[config.mk]
export PLATFORM = sky130hd
export DESIGN_NAME = drum_step_sequencer
export DESIGN_NICKNAME = d
export VERILOG_FILES = /design/src/sv/dss_pkg.sv /design/src/sv/drum_step_sequencer.sv /design/src/sv/dss_pattern_ram.sv /design/src/sv/dss_run_emitter.sv
export SDC_FILE = /design/constraint.sdc
export NUM_CORES = 1
export LEC_CHECK = 0
export ABC_AREA = 1
export BUFFER_PORTS_ARGS = -buffer_cell sky130_fd_sc_hd__clkbuf_2
export CORE_MARGIN = 2
export CORE_UTILIZATION = 65
export CTS_CLUSTER_DIAMETER = 150
export DETAILED_ROUTE_END_ITERATION = 10
export PLACE_DENSITY = 0.8
export SLEW_MARGIN = 15
export SYNTH_ARGS = -nofsm -noshare
export SYNTH_HDL_FRONTEND = slang
export SYNTH_SLANG_ARGS = --single-unit
[constraint.sdc]
create_clock -name clock -period 5.1 [get_ports clock]
set_input_delay 0.51 -clock clock [delete_from_list [all_inputs] [get_ports clock]]
set_output_delay 0.51 -clock clock [all_outputs]
set_load 0.05 [all_outputs]
[src/sv/dss_pkg.sv]
// shared types, constants and reset pattern for the drum step sequencer
package dss_pkg;

   localparam int STEPS  = 16;
   localparam int STEP_W = $clog2(STEPS);

   localparam logic [1:0] GATE_MAX = 2'd2;
   localparam logic [1:0] GATE_OFF = 2'd0;
   localparam logic [1:0] GATE_FULL = 2'd1;
   localparam logic [1:0] GATE_HALF = 2'd2;
   localparam logic [1:0] GATE_SHORT = 2'd3;

   localparam logic [7:0] RATE_MAX = 8'd255;
   localparam logic [7:0] RATE_MIN = 8'd1;

   localparam logic [15:0] ADDR_RATE     = 16'h00FD;
   localparam logic [15:0] ADDR_ACCENT   = 16'h00FE;
   localparam logic [15:0] ADDR_PLAY     = 16'h00FF;
   localparam logic [15:0] ADDR_STOP     = 16'h0100;
   localparam logic [15:0] ADDR_LENGTH   = 16'h0101;
   localparam logic [15:0] ADDR_LENGTH_H = 16'h0102;
   localparam logic [15:0] ADDR_START    = 16'h0103;
   localparam logic [15:0] ADDR_START_H  = 16'h0104;

   localparam logic REG_TICK_DIVIDE   = 1'b0;
   localparam logic REG_SAMPLE_LENGTH = 1'b1;

   localparam logic [7:0] TICK_DIVIDE_RESET = 8'd10;

   typedef enum logic [1:0] {
      COL_GATE   = 2'd0,
      COL_ACCENT = 2'd1,
      COL_RATE   = 2'd2,
      COL_STRAY  = 2'd3
   } column_type;

   typedef enum logic [2:0] {
      BEAT_STOP     = 3'd0,
      BEAT_ACCENT   = 3'd1,
      BEAT_START_L  = 3'd2,
      BEAT_START_H  = 3'd3,
      BEAT_LENGTH_L = 3'd4,
      BEAT_LENGTH_H = 3'd5,
      BEAT_RATE     = 3'd6,
      BEAT_PLAY     = 3'd7
   } beat_type;

   typedef struct packed {
      logic [1:0] gate;
      logic       accent;
      logic [7:0] rate;
   } entry_type;

   // pattern contents right after reset
   function automatic entry_type init_entry(input int idx);
      entry_type e;
      logic [7:0] r;
      case (idx % 16)
         0: r = 8'd20;
         1: r = 8'd21;
         2: r = 8'd22;
         3: r = 8'd30;
         4: r = 8'd29;
         5: r = 8'd28;
         6: r = 8'd10;
         7: r = 8'd12;
         8: r = 8'd14;
         9: r = 8'd15;
         10: r = 8'd13;
         11: r = 8'd11;
         12: r = 8'd9;
         13: r = 8'd8;
         14: r = 8'd7;
         default: r = 8'd6;
      endcase
      e.gate   = (idx == 0) ? GATE_FULL : GATE_OFF;
      e.accent = ((idx % 4) == 0);
      e.rate   = r;
      return e;
   endfunction

endpackage

[src/sv/drum_step_sequencer.sv]
// drum step sequencer top: button edits, frame divider, pattern memory and write runs
// a played step is loaded from the edit stage into the write emitter, which offers its first write
// throughput: one frame item per cycle while no run is pending; the output port sends one
// register write per cycle while rsp_tready is high; a played step's run is eight writes
// (four for gate three), and a following playing item waits behind it in the edit stage
// reset is synchronous and active high; the pattern reads back its power-up contents at once
module drum_step_sequencer (
   input  logic        clock,
   input  logic        reset,
   input  logic        req_tvalid,
   output logic        req_tready,
   input  logic [7:0]  req_tdata,   // down, up, left, right, a, 3 zero bits
   output logic        rsp_tvalid,
   input  logic        rsp_tready,
   output logic [23:0] rsp_tdata,   // write_address[15:0], write_data[23:16]
   output logic        rsp_tlast,   // run_last
   input  logic        csr_we,
   input  logic        csr_index,
   input  logic [15:0] csr_wdata
);

   localparam logic [dss_pkg::STEP_W-1:0] LAST_STEP = dss_pkg::STEP_W'(dss_pkg::STEPS - 1);

   logic [7:0]  tick_divide_ff;
   logic [15:0] sample_length_ff;

   logic [4:0]                 held_ff;
   logic [dss_pkg::STEP_W-1:0] cursor_ff;
   logic [dss_pkg::STEP_W-1:0] cursor_in;
   logic [dss_pkg::STEP_W-1:0] cursor_up;
   logic [dss_pkg::STEP_W-1:0] playhead_ff;
   logic [dss_pkg::STEP_W-1:0] playhead_in;
   dss_pkg::column_type        column_ff;
   dss_pkg::column_type        column_in;
   logic [7:0]                 phase_ff;
   logic [7:0]                 phase_in;
   logic [7:0]                 div_m1;
   logic [4:0]                 rise;
   logic                       accept;
   logic                       play_now;

   // edit stage
   logic                       b_vld_ff;
   logic                       b_lower_ff;
   logic                       b_raise_ff;
   logic                       b_play_ff;
   dss_pkg::column_type        b_col_ff;
   logic [dss_pkg::STEP_W-1:0] b_cur_ff;
   logic [dss_pkg::STEP_W-1:0] b_ph_ff;
   logic                       b_adv;
   logic                       b_run;
   logic                       edit_wr;
   dss_pkg::entry_type         cur_entry;
   dss_pkg::entry_type         ph_entry;
   dss_pkg::entry_type         low_entry;
   dss_pkg::entry_type         new_entry;
   dss_pkg::entry_type         play_entry;
   logic                       run_ready;

   assign accept = req_tvalid && req_tready;

   always_ff @(posedge clock) begin
      if (reset) begin
         tick_divide_ff   <= dss_pkg::TICK_DIVIDE_RESET;
         sample_length_ff <= '0;
      end else if (csr_we) begin
         if (csr_index == dss_pkg::REG_TICK_DIVIDE) begin
            tick_divide_ff <= csr_wdata[7:0];
         end
         if (csr_index == dss_pkg::REG_SAMPLE_LENGTH) begin
            sample_length_ff <= csr_wdata;
         end
      end
   end

   assign rise = req_tdata[4:0] & ~held_ff;

   always_comb begin
      cursor_up = cursor_ff;
      if (rise[0]) begin
         cursor_up = (cursor_ff == LAST_STEP) ? '0 : cursor_ff + 1'b1;
      end
      cursor_in = cursor_up;
      if (rise[1]) begin
         cursor_in = (cursor_up == '0) ? LAST_STEP : cursor_up - 1'b1;
      end
   end

   always_comb begin
      column_in = column_ff;
      if (rise[4]) begin
         case (column_ff)
            dss_pkg::COL_GATE:   column_in = dss_pkg::COL_ACCENT;
            dss_pkg::COL_ACCENT: column_in = dss_pkg::COL_RATE;
            dss_pkg::COL_RATE:   column_in = dss_pkg::COL_GATE;
            dss_pkg::COL_STRAY:  column_in = dss_pkg::COL_ACCENT;
            default:             column_in = dss_pkg::COL_GATE;
         endcase
      end
   end

   // a zero divide plays every frame
   assign div_m1   = (tick_divide_ff == 8'd0) ? 8'd0 : tick_divide_ff - 8'd1;
   assign play_now = (phase_ff == 8'd0);
   assign phase_in = (phase_ff >= div_m1) ? 8'd0 : phase_ff + 8'd1;
   assign playhead_in = !play_now ? playhead_ff :
                        (playhead_ff == LAST_STEP) ? '0 : playhead_ff + 1'b1;

   always_ff @(posedge clock) begin
      if (reset) begin
         held_ff     <= '0;
         cursor_ff   <= '0;
         column_ff   <= dss_pkg::COL_GATE;
         phase_ff    <= '0;
         playhead_ff <= '0;
         b_vld_ff    <= 1'b0;
      end else begin
         if (accept) begin
            held_ff     <= req_tdata[4:0];
            cursor_ff   <= cursor_in;
            column_ff   <= column_in;
            phase_ff    <= phase_in;
            playhead_ff <= playhead_in;
            b_vld_ff    <= 1'b1;
         end else if (b_adv) begin
            b_vld_ff <= 1'b0;
         end
      end
   end

   always_ff @(posedge clock) begin
      if (accept) begin
         b_lower_ff <= rise[2];
         b_raise_ff <= rise[3];
         b_col_ff   <= column_ff;
         b_cur_ff   <= cursor_in;
         b_ph_ff    <= playhead_ff;
         b_play_ff  <= play_now;
      end
   end

   dss_pattern_ram u_ram (
      .clock     (clock),
      .reset     (reset),
      .rd_en     (accept),
      .rd_a_addr (cursor_in),
      .rd_b_addr (playhead_ff),
      .rd_a_data (cur_entry),
      .rd_b_data (ph_entry),
      .wr_en     (edit_wr),
      .wr_addr   (b_cur_ff),
      .wr_data   (new_entry)
   );

   // lower first, then raise, both on the column selected before this item
   always_comb begin
      low_entry = cur_entry;
      if (b_lower_ff) begin
         case (b_col_ff)
            dss_pkg::COL_GATE: begin
               if (cur_entry.gate != 2'd0) low_entry.gate = cur_entry.gate - 2'd1;
            end
            dss_pkg::COL_ACCENT: low_entry.accent = 1'b0;
            dss_pkg::COL_RATE: begin
               low_entry.rate = (cur_entry.rate > dss_pkg::RATE_MIN) ?
                                cur_entry.rate - 8'd1 : dss_pkg::RATE_MIN;
            end
            default: low_entry = cur_entry;
         endcase
      end
      new_entry = low_entry;
      if (b_raise_ff) begin
         case (b_col_ff)
            dss_pkg::COL_GATE: begin
               new_entry.gate = (low_entry.gate < dss_pkg::GATE_MAX) ?
                                low_entry.gate + 2'd1 : dss_pkg::GATE_MAX;
            end
            dss_pkg::COL_ACCENT: new_entry.accent = 1'b1;
            dss_pkg::COL_RATE: begin
               if (low_entry.rate < dss_pkg::RATE_MAX) new_entry.rate = low_entry.rate + 8'd1;
            end
            default: new_entry = low_entry;
         endcase
      end
   end

   // the played step sees this frame's edit
   assign play_entry = (b_cur_ff == b_ph_ff) ? new_entry : ph_entry;
   assign b_run      = b_play_ff && (play_entry.gate != dss_pkg::GATE_OFF);
   assign b_adv      = b_vld_ff && (!b_run || run_ready);
   assign edit_wr    = b_adv && (b_lower_ff || b_raise_ff);
   assign req_tready = !b_vld_ff || b_adv;

   dss_run_emitter u_emit (
      .clock         (clock),
      .reset         (reset),
      .run_valid     (b_vld_ff && b_run),
      .run_ready     (run_ready),
      .run_entry     (play_entry),
      .sample_length (sample_length_ff),
      .rsp_tvalid    (rsp_tvalid),
      .rsp_tready    (rsp_tready),
      .rsp_tdata     (rsp_tdata),
      .rsp_tlast     (rsp_tlast)
   );

   a_last_is_play: assert property (@(posedge clock) disable iff (reset)
      rsp_tvalid && rsp_tlast |-> rsp_tdata[15:0] == dss_pkg::ADDR_PLAY)
      else $error("run end not on play register");

   a_run_starts_stop: assert property (@(posedge clock) disable iff (reset)
      $rose(rsp_tvalid) |-> rsp_tdata[15:0] == dss_pkg::ADDR_STOP)
      else $error("run does not begin with stop write");

   a_cursor_range: assert property (@(posedge clock) disable iff (reset)
      cursor_ff <= LAST_STEP && playhead_ff <= LAST_STEP)
      else $error("cursor or playhead out of range");

   a_accept_loads_edit: assert property (@(posedge clock) disable iff (reset)
      accept |=> b_vld_ff)
      else $error("accepted item missing from edit stage");

   a_write_only_on_advance: assert property (@(posedge clock) disable iff (reset)
      edit_wr |-> req_tready)
      else $error("pattern written while edit stage stalled");

endmodule

[src/sv/dss_pattern_ram.sv]
// step pattern memory: two registered read ports, one write port, reset via valid bits
module dss_pattern_ram (
   input  logic                       clock,
   input  logic                       reset,
   input  logic                       rd_en,
   input  logic [dss_pkg::STEP_W-1:0] rd_a_addr,
   input  logic [dss_pkg::STEP_W-1:0] rd_b_addr,
   output dss_pkg::entry_type         rd_a_data,
   output dss_pkg::entry_type         rd_b_data,
   input  logic                       wr_en,
   input  logic [dss_pkg::STEP_W-1:0] wr_addr,
   input  dss_pkg::entry_type         wr_data
);

   dss_pkg::entry_type mem [dss_pkg::STEPS];
   logic [dss_pkg::STEPS-1:0] valid_ff;
   dss_pkg::entry_type rd_a_ff;
   dss_pkg::entry_type rd_b_ff;

   always_ff @(posedge clock) begin
      if (wr_en) begin
         mem[wr_addr] <= wr_data;
      end
   end

   always_ff @(posedge clock) begin
      if (reset) begin
         valid_ff <= '0;
      end else if (wr_en) begin
         valid_ff[wr_addr] <= 1'b1;
      end
   end

   // write-first: a read of the entry being written returns the new value
   always_ff @(posedge clock) begin
      if (rd_en) begin
         if (wr_en && wr_addr == rd_a_addr) begin
            rd_a_ff <= wr_data;
         end else if (valid_ff[rd_a_addr]) begin
            rd_a_ff <= mem[rd_a_addr];
         end else begin
            rd_a_ff <= dss_pkg::init_entry(int'(rd_a_addr));
         end
         if (wr_en && wr_addr == rd_b_addr) begin
            rd_b_ff <= wr_data;
         end else if (valid_ff[rd_b_addr]) begin
            rd_b_ff <= mem[rd_b_addr];
         end else begin
            rd_b_ff <= dss_pkg::init_entry(int'(rd_b_addr));
         end
      end
   end

   assign rd_a_data = rd_a_ff;
   assign rd_b_data = rd_b_ff;

endmodule

[src/sv/dss_run_emitter.sv]
// turns one played step into its run of sound register writes
module dss_run_emitter (
   input  logic               clock,
   input  logic               reset,
   input  logic               run_valid,
   output logic               run_ready,
   input  dss_pkg::entry_type run_entry,
   input  logic [15:0]        sample_length,
   output logic               rsp_tvalid,
   input  logic               rsp_tready,
   output logic [23:0]        rsp_tdata,   // write_address[15:0], write_data[23:16]
   output logic               rsp_tlast    // run_last
);

   logic               busy_ff;
   logic               busy_in;
   dss_pkg::beat_type  beat_ff;
   dss_pkg::beat_type  beat_in;
   dss_pkg::entry_type run_ff;
   logic               load;
   logic               beat_done;
   logic [15:0]        half_len;
   logic [15:0]        start_val;
   logic [15:0]        len_val;
   logic [15:0]        addr;
   logic [7:0]         data;

   assign beat_done = busy_ff && rsp_tready;
   assign run_ready = !busy_ff || (rsp_tready && beat_ff == dss_pkg::BEAT_PLAY);
   assign load      = run_valid && run_ready;

   always_comb begin
      busy_in = busy_ff;
      beat_in = beat_ff;
      if (load) begin
         busy_in = 1'b1;
         beat_in = dss_pkg::BEAT_STOP;
      end else if (beat_done) begin
         if (beat_ff == dss_pkg::BEAT_PLAY) begin
            busy_in = 1'b0;
         end else if (beat_ff == dss_pkg::BEAT_ACCENT && run_ff.gate == dss_pkg::GATE_SHORT) begin
            // gate three has no start or length writes
            beat_in = dss_pkg::BEAT_RATE;
         end else begin
            beat_in = dss_pkg::beat_type'(beat_ff + 3'd1);
         end
      end
   end

   always_ff @(posedge clock) begin
      if (reset) begin
         busy_ff <= 1'b0;
         beat_ff <= dss_pkg::BEAT_STOP;
      end else begin
         busy_ff <= busy_in;
         beat_ff <= beat_in;
      end
   end

   always_ff @(posedge clock) begin
      if (load) begin
         run_ff <= run_entry;
      end
   end

   assign half_len  = {1'b0, sample_length[15:1]};
   assign start_val = (run_ff.gate == dss_pkg::GATE_HALF) ? half_len - 16'd1 : 16'd0;
   assign len_val   = (run_ff.gate == dss_pkg::GATE_HALF) ? half_len : sample_length;

   always_comb begin
      case (beat_ff)
         dss_pkg::BEAT_STOP: begin
            addr = dss_pkg::ADDR_STOP;
            data = 8'd1;
         end
         dss_pkg::BEAT_ACCENT: begin
            addr = dss_pkg::ADDR_ACCENT;
            data = {7'd0, run_ff.accent};
         end
         dss_pkg::BEAT_START_L: begin
            addr = dss_pkg::ADDR_START;
            data = start_val[7:0];
         end
         dss_pkg::BEAT_START_H: begin
            addr = dss_pkg::ADDR_START_H;
            data = start_val[15:8];
         end
         dss_pkg::BEAT_LENGTH_L: begin
            addr = dss_pkg::ADDR_LENGTH;
            data = len_val[7:0];
         end
         dss_pkg::BEAT_LENGTH_H: begin
            addr = dss_pkg::ADDR_LENGTH_H;
            data = len_val[15:8];
         end
         dss_pkg::BEAT_RATE: begin
            addr = dss_pkg::ADDR_RATE;
            data = run_ff.rate;
         end
         dss_pkg::BEAT_PLAY: begin
            addr = dss_pkg::ADDR_PLAY;
            data = 8'd1;
         end
         default: begin
            addr = dss_pkg::ADDR_PLAY;
            data = 8'd1;
         end
      endcase
   end

   assign rsp_tvalid = busy_ff;
   assign rsp_tdata  = {data, addr};
   assign rsp_tlast  = (beat_ff == dss_pkg::BEAT_PLAY);

endmodule
# Word level (Yosys, flattened, before mapping)
# Memories as Yosys holds them, arrays and structs flattened. A register that Yosys moved wholly into a read port is not among the register bits.
# Index checks and enable logic that the tools add are counted.
# word_totals
regBits	114
ram_bits	176
romBits	160
elab_cells	164
n_memories	3
# op_classes
add_sub_neg	11
magnitude_cmp	8
n_eq_ne	19
mux	49
bitwise	5
reduce_logical	43
# mem_list
name	depth	word_bits	rd	rd_clocked_by_memory_dff	wr	line_no	rtl
u_ram.mem	16	11	2	1	1	dss_pattern_ram.sv:15	dss_pkg::entry_type mem [dss_pkg::STEPS];
(no name shown)	16	5	1	0	0	dss_pkg.sv:58	case (idx % 16)
(no name shown)	16	5	1	1	0	dss_pkg.sv:58	
# op_table
operator	count
$pmux W16 S8	1
$mux W11	7
$logic_not A32 Y1	2
$pmux W8 S7	1
$mux W8	6
$mux W4	9
$mux W16	2
$add A8 B1 Y8 const B	2
$logic_not A8 Y1	2
$or A16 B16 Y16	1
$sub A15 B1 Y16 const B	1
$sub A8 B1 Y8 const B	2
$lt A4 B5 Y1 const B	3
$mux W1	14
$eq A3 B3 Y1 const B	4
$eq A4 B4 Y1	3
$logic_and A1 B1 Y1	12
$logic_not A4 Y1	3
$reduce_and A2 Y1	6
$eq A2 B2 Y1 const B	5
$reduce_bool A2 Y1	5
$add A4 B1 Y4 const B	2
$bmux W1 S4	2
$eq A4 B4 Y1 const B	2
24 further kinds	38

# Logic depth before layout (Yosys ltp)
# logic_depth
ltp_word	19
depth_mapped	24

# Modules after synthesis
# A second synthesis with hierarchy kept.
# unflattened
cells_unflattened	2235
hier_area_um2	16738.6
# modules_own_cells
module	instances	cells_each	area_each_um2
dss_pattern_ram	1	1405	11232.0
drum_step_sequencer	1	574	3895.0
dss_run_emitter	1	256	1611.5

# Worst setup path after synthesis
# No wires, ideal clock.
# synth_path
path_type	reg-to-output
start	reg u_emit.run_ff[9] in the netlist's numbering
end	out rsp_tdata[18]
arrival_ns	3.068
required_time_ns	4.590
setup_slack_ns	1.522
path_stages_with_launch	5
cell_sequence	edfxtp_1 nor2_1 clkinv_1 clkbuf_1 o311ai_0
# synth_via
elab_chain_cells	3
elab_cells_between_ends	4
cone_classes	1 x eq/ne; 3 x mux
# synth_lines
item	line_no	rtl
start: declaration	dss_run_emitter.sv:19	dss_pkg::entry_type run_ff;
start signal: assignment	dss_run_emitter.sv:62	run_ff <= run_entry;
$eq A2 B2 Y1 (*)	dss_run_emitter.sv:67, dss_run_emitter.sv:68	
$mux W16, on equally long branches	dss_run_emitter.sv:68, dss_run_emitter.sv:67	
$pmux W8 S7 (*)	dss_run_emitter.sv:71	case (beat_ff)
end: declaration	drum_step_sequencer.sv:15	output logic [23:0] rsp_tdata,
# Every way passes the cells marked *; elsewhere a longest branch is shown, timed or not.

# Worst setup path in the final report
# layout_path
start	reg cursor_ff[0] in the netlist's numbering
end	reg u_ram.rd_a_ff, in the netlist u_ram.rd_a_data[8] (data pin)
# layout_via
elab_chain_cells	10
elab_cells_between_ends	16
cone_classes	2 x add/sub; 2 x eq/ne; 8 x mux; 3 x reduce/logical; 1 x memory
# layout_lines
item	line_no	rtl
start: declaration	drum_step_sequencer.sv:28	logic [dss_pkg::STEP_W-1:0] cursor_ff;
start signal: assignment	drum_step_sequencer.sv:120	cursor_ff <= cursor_in;
$add A4 B1 Y4 / $eq A4 B4 Y1 (equally long branches)	drum_step_sequencer.sv:81	cursor_up = (cursor_ff == LAST_STEP) ? '0 : cursor_ff + 1'b1;
$mux W4	drum_step_sequencer.sv:81	
$mux W4 (*)	drum_step_sequencer.sv:80	if (rise[0]) begin
$sub A4 B1 Y4 / $logic_not A4 Y1 (equally long branches)	drum_step_sequencer.sv:85	cursor_in = (cursor_up == '0) ? LAST_STEP : cursor_up - 1'b1;
$mux W4	drum_step_sequencer.sv:85	
$mux W4 (*)	drum_step_sequencer.sv:84	if (rise[1]) begin
$bmux W1 S4	dss_pattern_ram.sv:39	end else if (valid_ff[rd_a_addr]) begin
$mux W1 (implied by the code)	dss_pattern_ram.sv:39	
$mux W11	dss_pattern_ram.sv:39	
$mux W11 (*)	dss_pattern_ram.sv:37	if (wr_en && wr_addr == rd_a_addr) begin
end signal: assignment	dss_pattern_ram.sv:38	rd_a_ff <= wr_data;
end signal: assignment	dss_pattern_ram.sv:40	rd_a_ff <= mem[rd_a_addr];
end signal: assignment	dss_pattern_ram.sv:42	rd_a_ff <= dss_pkg::init_entry(int'(rd_a_addr));
end: declaration	dss_pattern_ram.sv:17	dss_pkg::entry_type rd_a_ff;
# Every way passes the cells marked *; elsewhere a longest branch is shown, timed or not. The select of a mux whose other input is x is not followed.
# A chain may end at the register's enable or synchronous reset.

==> run metrics <==
clk_skew 0.0261 ns; Seq pwr share 42.7%; CTS tree done; DP Wirelength 30100 um; Int Power 4.72 mW; Clock power frac 32.5%; final RePlAce weighted congestion 0.955; worst-path maximum fanout 33; PwrDens 402 nW/um^2; syn_area_per_cell 8.44 um^2; CTS buffer count 34; mapped cell area 16100 um^2; via count 14.2k; GR Overflow Total 0; Synth Register Bits 299; core footprint 24300 um^2; Final #Nets 1984; area growth from synthesis to layout 8.88%; DR WL/cell 20.3 um; Slew @ Worst Pin 1.21 ns; Skew-Pair Late Insertion Delay 0.52 ns; antenna violations before repair 0; DR vias/cell 6.25; post-CTS setup buffer count 0; most common cell after layout, fill and taps aside nand2_1; Final ANT Viol Nets 0; fmax 234 MHz; yosys warns 0; unrepaired setup endpoints after global routing no; crit path launch type flip-flop; drt pass-1 iters 6; Die Footprint 26100 um^2; n_diodes 0; run status finished clean; Max rail drop VDD 0.315 mV; Worst R2R Start cursor_ff[0]$_SDFFE_PP0N_; net load switching power 2.33 mW; clock-pin slew on the worst setup and hold paths 0.06 ns; Combinational Power Share 24.8%; number of enable flip-flop cells after synthesis 222; FFs w/ async S/R, synth 0%; GRT Total Usage 35.2%; post-synth cell types 58; layout cell share with drive strength beyond 1 9.69%; Tcrit/Tclk final 83.8%; Worst Hold Margin 0.239 ns; largest net degree at the start of global routing 105; Critical path origin cursor_ff[0]$_SDFFE_PP0N_; Clock Root Buffer clkbuf_16; Ports 57; Hold Fails Final Rpt 0; CTS Hold Bufs 0; PostCTS Resize Cnt 0; first-pass GRT wire length 71200 um; total clock sinks 299; final wirelength 46100 um; kind of critical path reg -> reg; Max clock buf depth 3; Final min period 4.28 ns; Slew Limit Headroom 18.7%; I/O Buffers 46; Crit. End Element flip-flop; vias in the first global route 13.6k; Site Rows 57; DIE HEIGHT 161 um; Main synth FF type edfxtp_1; setup_tns 0 ns; Net Sw Frac 33.1%; min-delay src csr_wdata[6]; leakage power total 7.20 nW; Max Slew Vio Count 0; share of the yosys chip area belonging to registers 51.0%; Post-Place Cell Area 16500 um^2; Worst EP required 5.35 ns; Gate Count Post-Synth 1909; max_cap viols 0; initial drt markers 1872; Worst Hold Class in -> reg; setup violators final 0; post-route cell area 17500 um^2; # DRC 0; CP Data Arrival Time 4.53 ns; H-tree Lvls 2; Initial Util 66.2%; Die W 161 um; commonest cells after routing, fill and taps aside nand2_1 (418), o21ai_0 (225), edfxtp_1 (222)
-- routing by layer --
| layer | vias to the layer above | global-route usage [%] | part of all wire (%) |
|---|---|---|---|
| li1 | 6523 | - | - |
| met1 | 6506 | 43.9 | 36 |
| met2 | 978 | 59.7 | 47 |
| met3 | 214 | 5.42 | 11 |
| met4 | 0 | 17.9 | 5.3 |
| met5 | - | 0 | 0 |
-- synthesized netlist by cell type, drive strengths merged, types with 23 or more instances --
cell type | n | area (um^2)
nand2 | 426 | 1630
o21ai | 239 | 1200
edfxtp | 222 | 6670
inv | 206 | 773
nor2 | 198 | 807
a21oi | 106 | 534
nand3 | 92 | 510
dfxtp | 77 | 1540
clkbuf | 51 | 191
buf | 47 | 310
nand4 | 37 | 253
ha | 26 | 325
xor2 | 25 | 234
o22ai | 23 | 144
-- flip-flops by register name, indices dropped and copies added, names as in the netlist, 5 cells and up, named ones only --
| signal | flops |
|---|---|
| u_emit.run_ff | 11 |
| u_ram.rd_b_data | 11 |
| u_ram.valid_ff | 16 |
| held_ff | 5 |
| phase_ff | 8 |
| tick_divide_ff | 8 |
| sample_length_ff | 16 |
| u_ram.mem | 176 |
| u_ram.rd_a_data | 11 |
-- worst paths after layout --
| path | depth (start not counted) | endpoint | slack (ns) |
|---|---|---|---|
| setup / recovery | 18 | u_ram.rd_a_data[8]$_DFFE_PN_ | 0.82 |
| hold / removal | 3 | tick_divide_ff[6]$_SDFFE_PP0P_ | 0.24 |
| setup reg to reg | 18 | u_ram.rd_a_data[8]$_DFFE_PN_ | 0.82 |
| hold reg to reg | 0 | b_col_ff[1]$_DFFE_PN_ | 0.43 |
-- critical path, stage by stage (launching register included) --
cell and delay (ns):
dfxtp_1 0.34, ha_1 0.29, o21ai_1 0.25, ha_1 0.22, nand2_1 0.10, a21oi_2 0.23, nand3_4 0.21, nand2_4 0.43
nand2_2 0.54, inv_2 0.46, nand2_1 0.12, nand2_1 0.09, nor2_1 0.04, nor2_1 0.17, nor2_2 0.15, nand2_1 0.14
nand2_1 0.07, nand2_1 0.06, nand2_1 0.05
-- metrics by stage --
stage | power [mW] | utilization [%] | setup WS (ns) | cells
finish | 7.05 | 72.1 | 0.825 | 2274
global route | 7.31 | 72.1 | 0.636 | 2274
floorplan | 4.20 | - | 1.52 | 1915
CTS | 6.99 | 72.1 | 0.973 | 2274
detailed placement | 4.72 | 67.9 | 0.967 | 2216
global placement | 4.67 | 67.9 | 1.01 | 2216
-- power by group through the flow --
stage	clock network, mW	registers (mW)	logic (mW)
6_report	2.30	3.01	1.75
5_1_grt	2.40	3.02	1.89
4_1_cts	2.30	3.00	1.69
3_5_place_dp	0	3.05	1.67
3_3_place_gp	0	3.05	1.62
2_1_floorplan	0	3.01	1.19
-- area by class of cell --
type / instances / area, um^2
clock buffer: 42 / 932
sequential: 299 / 8210
clock inverter: 16 / 97.6
fill: 1794 / 6790
timing repair buffer: 75 / 448
multi-input combinational: 1306 / 6650
tap: 324 / 405
inverter: 212 / 796
-- kinds of logic after synthesis --
logic type                 synth area share [%]
buffers and inverters                      8.06
and+or+nand+nor                            21.4
other                                    0.0233
muxes                                     0.420
xor gates and xnor gates                   1.67
DFF                                        51.0
adders and majority gates                  2.02
AOI/OAI and AO/OA                          15.4
No activity file was read; power rests on OpenSTA's default activity.
